$ cat config.mk
export PLATFORM = sky130hd
export DESIGN_NAME = kcc_div_step
export DESIGN_NICKNAME = d
export VERILOG_FILES = /design/src/sv/kcc_pkg.sv /design/src/sv/kcc_div_step.sv
export SDC_FILE = /design/constraint.sdc
export NUM_CORES = 1
export LEC_CHECK = 0
export BUFFER_PORTS_ARGS = -buffer_cell sky130_fd_sc_hd__buf_4
export CORE_ASPECT_RATIO = 0.5
export CORE_MARGIN = 2
export CORE_UTILIZATION = 45
export DETAILED_ROUTE_END_ITERATION = 8
export GPL_ROUTABILITY_DRIVEN = 0
export GPL_TIMING_DRIVEN = 1
export PLACE_DENSITY = 0.77
export SYNTH_ARGS = -nofsm -noshare
export SYNTH_HDL_FRONTEND = slang
export SYNTH_SLANG_ARGS = --single-unit
$ cat constraint.sdc
create_clock -name vclk -period 5.41
set_input_delay 1.082 -clock vclk [all_inputs]
set_output_delay 1.082 -clock vclk [all_outputs]
set_load 0.02 [all_outputs]
$ cat src/sv/kcc_pkg.sv
// ----------------------------------------------------------------------------
// kcc_pkg
// Shared widths, form codes and helpers for the cubic coefficient generator.
// ----------------------------------------------------------------------------
package kcc_pkg;

  localparam int FRAC_BITS   = 16;
  localparam int VALUE_WIDTH = 32;
  localparam int COEFF_WIDTH = 48;
  localparam int INDEX_WIDTH = 16;
  localparam int COUNT_WIDTH = 16;

  // difference of two values, and its magnitude
  localparam int DIFF_W   = VALUE_WIDTH + 1;
  // |dv| * |dt|
  localparam int PROD_W   = 2 * DIFF_W - 1;
  // quotient bits below the saturation point
  localparam int SLOPE_QB = COEFF_WIDTH - 1;
  localparam int HEAD_W   = PROD_W - SLOPE_QB;
  localparam int INV_QB   = VALUE_WIDTH - 1;
  localparam int NUM_W    = 2 * FRAC_BITS + 1;
  localparam int INV_HEAD_W = NUM_W - INV_QB;
  // headroom for a, b, c before saturation
  localparam int EXT_W    = COEFF_WIDTH + 4;

  // dividend of the reciprocal: one in Q(2*FRAC_BITS)
  localparam logic [NUM_W-1:0] INV_NUM = NUM_W'(1) << (2 * FRAC_BITS);

  localparam logic [1:0] FORM_FOUR   = 2'd0;
  localparam logic [1:0] FORM_LEFT   = 2'd1;
  localparam logic [1:0] FORM_RIGHT  = 2'd2;
  localparam logic [1:0] FORM_LINEAR = 2'd3;

  localparam logic REG_FRAME_COUNT = 1'b0;
  localparam logic [COUNT_WIDTH-1:0] FRAME_COUNT_RST = COUNT_WIDTH'(2);

  function automatic logic signed [COEFF_WIDTH-1:0] sat_coeff(
    input logic signed [EXT_W-1:0] x);
    logic signed [EXT_W-1:0] hi;
    logic signed [EXT_W-1:0] lo;
    logic signed [COEFF_WIDTH-1:0] res;
    hi = {{(EXT_W-COEFF_WIDTH+1){1'b0}}, {(COEFF_WIDTH-1){1'b1}}};
    lo = ~hi;
    if (x > hi) begin
      res = hi[COEFF_WIDTH-1:0];
    end else if (x < lo) begin
      res = lo[COEFF_WIDTH-1:0];
    end else begin
      res = x[COEFF_WIDTH-1:0];
    end
    return res;
  endfunction

endpackage

$ cat src/sv/kcc_div_step.sv
// ----------------------------------------------------------------------------
// kcc_div_step
// One restoring division step: shift in a dividend bit, trial subtract.
// ----------------------------------------------------------------------------
module kcc_div_step (
  input  logic [kcc_pkg::DIFF_W-1:0] rem,
  input  logic                       din,
  input  logic [kcc_pkg::DIFF_W-1:0] den,
  output logic [kcc_pkg::DIFF_W-1:0] rem_next,
  output logic                       qbit
);
  import kcc_pkg::*;

  logic [DIFF_W+1:0] trial;

  assign trial    = {1'b0, rem, din} - {2'b00, den};
  assign qbit     = ~trial[DIFF_W+1];
  assign rem_next = qbit ? trial[DIFF_W-1:0] : {rem[DIFF_W-2:0], din};

endmodule

; Word level (Yosys, flattened, before mapping)
; Index checks and enable logic that the tools add are counted.
[totals]
reg_bits = 0
latchBits = 0
mem_bits_rw = 0
rom_bits = 0
in_bits = 67
wordCells = 3
memories = 0
[classes]
addsub = 1
mul = 0
div = 0
order_cmp = 0
eq_ne = 0
shift = 0
mux = 1
n_bitwise = 1
n_reduce_logical = 0
[ops]
columns = cell, n
row1 = 34-bit by 33-bit subtractor with 35-bit output, 1
row2 = 33-bit two-way mux, 1
row3 = 1-bit inverter, 1

; Depth between registers and ports, before layout
; Gate-level depths: netlist of run 1.
[depth]
depth_word = 2
mapped_depth = 15
mapped_depth_nobuf = 13

; Worst setup path before layout of run 1
; Ideal clock, no wire load.
[synth_timing]
kind = input to output
start = input din
end = output rem_next[29] (netlist name)
arrival_time_ns = 3.631
required_ns = 4.328
slack_ns = 0.697
path_stages = 15
n_path_buf = 2
cell_sequence = inv_1 ha_1 inv_1 fa_1 a211oi_2 o21bai_2 a31oi_4 nor4_2 o21ai_2 a21oi_4 nor3_4 inv_2 buf_6 buf_8 a31oi_1
[synth_between]
elab_chain_len = 2
[synth_rtl]
columns = item, line
row1 = from (decl), kcc_div_step.sv:7  ; input logic din,
row2 = 34-bit by 33-bit subtractor with 35-bit output, kcc_div_step.sv:16  ; assign trial = {1'b0, rem, din} - {2'b00, den};
row3 = 33-bit two-way mux, kcc_div_step.sv:18  ; assign rem_next = qbit ? trial[DIFF_W-1:0] : {rem[DIFF_W-2:0], din};
row4 = to (decl), kcc_div_step.sv:9  ; output logic [kcc_pkg::DIFF_W-1:0] rem_next,
; No other way between the ends.

; Worst setup path in the final report of run 1
[layout_timing]
start = input din
end = output rem_next[20] (netlist name)
; The elaborated chain is that of the path after synthesis.

==> results of run 1 <==
worst max-delay path, delay by kind of cell:
family / cells / cell delay, ps
and+or+nand+nor: 2 / 390
adders and majority gates: 2 / 430
AOI/OAI and AO/OA: 5 / 870
buffers and inverters: 5 / 870
muxes: 1 / 420
cells in the mapped netlist (7+ instances only):
| library cell | instances | share of area, % |
|---|---|---|
| inv_1 | 43 | 7.2 |
| ha_1 | 33 | 19 |
| a21oi_1 | 25 | 5.6 |
| nand2_1 | 25 | 4.2 |
| mux2_2 | 20 | 10 |
| nor2_1 | 17 | 2.9 |
| o21ai_0 | 16 | 3.6 |
| xnor2_1 | 15 | 5.9 |
| a21o_1 | 11 | 3.7 |
| xor2_1 | 10 | 3.9 |
| a31oi_1 | 8 | 2.2 |
| mux2_4 | 7 | 4.7 |
| o21a_1 | 7 | 2.4 |
placed cells by master, fill, tap and decap left out, types with 4 or more instances in the layout:
cell type	n
o21a_1	7
inv_1	43
xnor2_1	15
buf_4	102
mux2_4	7
xor2_1	10
a31oi_1	8
nor2_1	17
o31a_1	4
nand2_1	25
a21o_1	11
o21ai_0	16
mux2_2	20
o31ai_1	4
a21oi_1	25
ha_1	33
worst paths after layout:
path	endpoint	slack (ps)	cells after the start
setup / recovery	rem_next[20]	260	15
hold / removal	rem_next[26]	2500	3
layout make-up:
cell class         count  area, µm²  share of cell area [%]
repair buffers       102        766                    25.2
well taps             70       87.6                    2.88
multi-input cells    254       2030                    66.5
inverters             44        165                    5.43
through the flow:
stage / hold WS (ps) / setup slack, ps / utilization, %
after floorplan: 2320 / 697 / -
after global placement: 2500 / 390 / 62.9
after detailed placement: 2500 / 256 / 62.9
after CTS: 2500 / 249 / 62.9
after global routing: 2510 / 57.4 / 62.9
final: 2500 / 256 / 62.9
report_power, final:
group / internal, mW / total [mW] / switching, mW / leakage [nW]
clock network: 0 / 0 / 0 / 0
logic: 0.235 / 0.482 / 0.247 / 1.59
registers: 0 / 0 / 0 / 0
routing by layer:
metal | vias to the layer above | global-route usage (%)
li1 | 1290 | -
met1 | 1173 | 24.8
met2 | 73 | 41.6
met3 | 0 | 0.726
met4 | 0 | 0.901
met5 | - | 0
cell families after synthesis:
group | after synthesis
AO/OA/AOI/OAI | 98
AND/OR/NAND/NOR | 68
buffers and inverters | 48
adder cells (fa/ha/maj) | 34
multiplexers | 29
XOR/XNOR | 25
==> flow_summary.yaml, run 1 <==
outcome:
  status: "finished, final reports clean"
setup_path:
  max_stage_delay_ps: 510
  cp-start-kind: "primary input"
  critPathSlowestCell: "inv_2"
  crit_type: "primary input to output pin"
  worstPathArrival_ps: 4070
  required_ps: 4330
  cp_max_fo: 29
  cp_cell_sequence: "buf_4, inv_1, ha_1, inv_1, fa_1, a211oi_2, o21bai_2, a31oi_4, nor4_2, o21ai_2, a21oi_4, nor3_4, inv_2, mux2_2, buf_4"
  startpoint: "din"
  end_kind: "output pin"
die:
  dieArea_um2: 5570
  boundaryPins: 101
  initial_core_util_pct: 46.0
  die_w_um: 104
  num_rows: 18
  die_h_um: 53.8
  core-area_um2: 4840
detailed_routing:
  drt_first_pass_iters: 4
  wl_met2_um: 3010
  top_layer_used: "met3"
  wl_um: 5970
  vias: 2536
  met3_length_um: 246
  drc: 0
  viasPerCell: 5.40
  drt_iter0_markers: 133
  antenna_left: 0
  wl_met1_um: 2720
  wl_per_cell_um: 12.7
yosys:
  synthSimpleGateAreaFrac_pct: 15.3
  synth_xor_xnor_area_share_pct: 9.83
  yosysSeqAreaShare_pct: 0
  syn_avg_cell_area_um2: 7.38
  synth_area_um2: 2230
  syn-instance-count: 302
  synthMuxAreaShare_pct: 15.7
  synth.net_count: 403
  yosysWarnings: 0
  synth_top_family_by_area: "compound AO/OA/AOI/OAI gates"
  synth-compound-area-share_pct: 30.7
  synth_cell_types: 56
  synth_fa_ha_area_share_pct: 19.4
timing:
  slew_violations: 0
  finalSetupViolations: 0
  tns_ps: 0
  grt_setup_unrepaired: "no"
  hold_violations: 0
  final.min_clock_period_ps: 5150
  worst_slew_pin_slew_ps: 697
  max_slew_margin_pct: 53.5
  clock.fmax_mhz: 194
  min_period_over_period_pct: 95.3
layout:
  final_cells: 470
  antennaDiodeCount: 0
  finalInstanceArea_um2: 3040
  drive_gt1_share_pct: 35.8
  regArea_um2: 0
  n_sequential_cell: 0
  fin_nets: 503
  fillers: 428
  syn2layout_area_growth_pct: 36.6
  clkbuf_count: 0
power:
  power.density_nw_per_um2: 158
  max-vdd-ir-drop_uv: 87.1
  leakagePower_nw: 1.59
  power_mw: 0.482
global_routing:
  grt.overflow.total: 0
  antenna_found_initial: 0
  grt_pass1_wl_um: 9570
  grt_usage_pct: 19.9
  grt_max_degree: 30
  first_global_vias: 2317
placement:
  io_buffers: 101
  place_inst: 470
  placed_area_um2: 3040
  dp_hpwl_um: 5090
run:
  cap_violations: 0
cts:
  post_cts_resized: 0
  post_cts_buffers: 0
  hold_buffers: 0
worst_hold_path:
  hold_path.startpoint: "rem[25]"
  hp-class: "primary input to output pin"
Power figures use the tool's default switching activity.
==> run 2, diff against run 1 <==
- CAP_MARGIN: not set -> 20
- clock period: 5.41 -> 5.3 ns (I/O delays scaled with it)
==> run 2 against run 1 <==
Compared with the run above: routed wire length up 0.27%; design area about the same; sequential share of layout area unchanged; core utilization up 0.052 points; final cell count unchanged; first-iteration DRC count unchanged.
==> flow_summary.yaml, run 2 (synthesis gave the netlist of run 1 again) <==
setup_path:
  required_ps: 4240
  cp_max_fo: 29
  crit_type: "primary input to output pin"
  crit_end: "rem_next[27]"
  worstPathArrival_ps: 3850
  end_kind: "output pin"
  cp-start-kind: "primary input"
  startpoint: "din"
layout:
  fillers: 427
  n_sequential_cell: 0
  utilization_pct: 62.9
  drive_gt1_share_pct: 35.8
  regArea_um2: 0
  fin_nets: 503
  layout_commonest_cell: "buf_4"
  syn2layout_area_growth_pct: 36.7
  clkbuf_count: 0
  antennaDiodeCount: 0
  final_cell_mix: "102 x buf_4, 43 x inv_1, 33 x ha_1, 25 x nand2_1, 25 x a21oi_1"
  final_cells: 470
run:
  cap_violations: 0
global_routing:
  grt.overflow.total: 0
  first_global_vias: 2317
  antenna_found_initial: 0
  grt_pass1_wl_um: 9570
  grt_usage_pct: 19.9
  grt_max_degree: 30
cts:
  post_cts_resized: 0
  hold_buffers: 0
  post_cts_buffers: 0
die:
  initial_core_util_pct: 46.0
  die_w_um: 104
  die_h_um: 53.8
  core-area_um2: 4840
  boundaryPins: 101
  dieArea_um2: 5570
  num_rows: 18
detailed_routing:
  antenna_left: 0
  vias: 2547
  wl_per_cell_um: 12.7
  wl_um: 5990
  drc: 0
  viasPerCell: 5.42
  drt_first_pass_iters: 4
  drt_iter0_markers: 133
outcome:
  status: "finished, final reports clean"
timing:
  finalSetupViolations: 0
  slew_violations: 0
  worst_slew_pin_slew_ps: 434
  hold_violations: 0
  min_period_over_period_pct: 92.7
  clock.fmax_mhz: 204
  grt_setup_unrepaired: "no"
  final.min_clock_period_ps: 4910
  max_slew_margin_pct: 70.7
  holdWs_ps: 2460
  tns_ps: 0
worst_hold_path:
  hp-class: "primary input to output pin"
power:
  max-vdd-ir-drop_uv: 88.9
  power.density_nw_per_um2: 162
  leakagePower_nw: 1.59
  power_mw: 0.493
placement:
  place_inst: 470
  io_buffers: 101
  dp_hpwl_um: 5090
[run 2: routing by layer]
layer | wire length, µm | GRT usage, % | up-vias
met1 | 2700 | 24.8 | 1172
met5 | 0 | 0 | -
met4 | 6 | 0.901 | 0
li1 | - | - | 1288
met2 | 3010 | 41.6 | 85
met3 | 269 | 0.726 | 2
[run 2: per-stage QoR]
| step | worst slack, ps | cell area [µm²] |
|---|---|---|
| after floorplan | 631 | 2230 |
| after global placement | 324 | 3040 |
| after detailed placement | 190 | 3040 |
| after CTS | 183 | 3040 |
| after global routing | 198 | 3050 |
| final | 389 | 3050 |
[run 2: worst min-delay path by stage]
stage / to / cells past startpoint / startpoint
finish: rem_next[26] / 3 / rem[25]
global route: rem_next[23] / 3 / rem[22]
CTS: rem_next[26] / 3 / rem[25]
detailed placement: rem_next[26] / 3 / rem[25]
global placement: rem_next[28] / 3 / rem[27]
floorplan: rem_next[22] / 1 / rem[21]
[run 2: area by class of cell]
cell class / instances / area (µm²) / area share (%)
Inverter: 44 / 168 / 5.50
Multi-Input combinational cell: 254 / 2030 / 66.5
Tap cell: 70 / 87.6 / 2.87
Timing Repair Buffer: 102 / 766 / 25.1
[run 2: worst max-delay path, cell delays in order]
cell and delay (ps):
buf_4 110, inv_1 70, ha_1 170, inv_1 60, fa_1 420, a211oi_2 220
o21bai_2 140, a31oi_4 270, nor4_2 90, o21ai_2 210, a21oi_4 110, nor3_4 220
inv_4 200, mux2_4 340, buf_4 160
[run 2: power breakdown]
part	total (mW)	leakage [nW]	internal (mW)	switching, mW
Sequential	0	0	0	0
Clock	0	0	0	0
Combinational	0.493	1.59	0.240	0.252
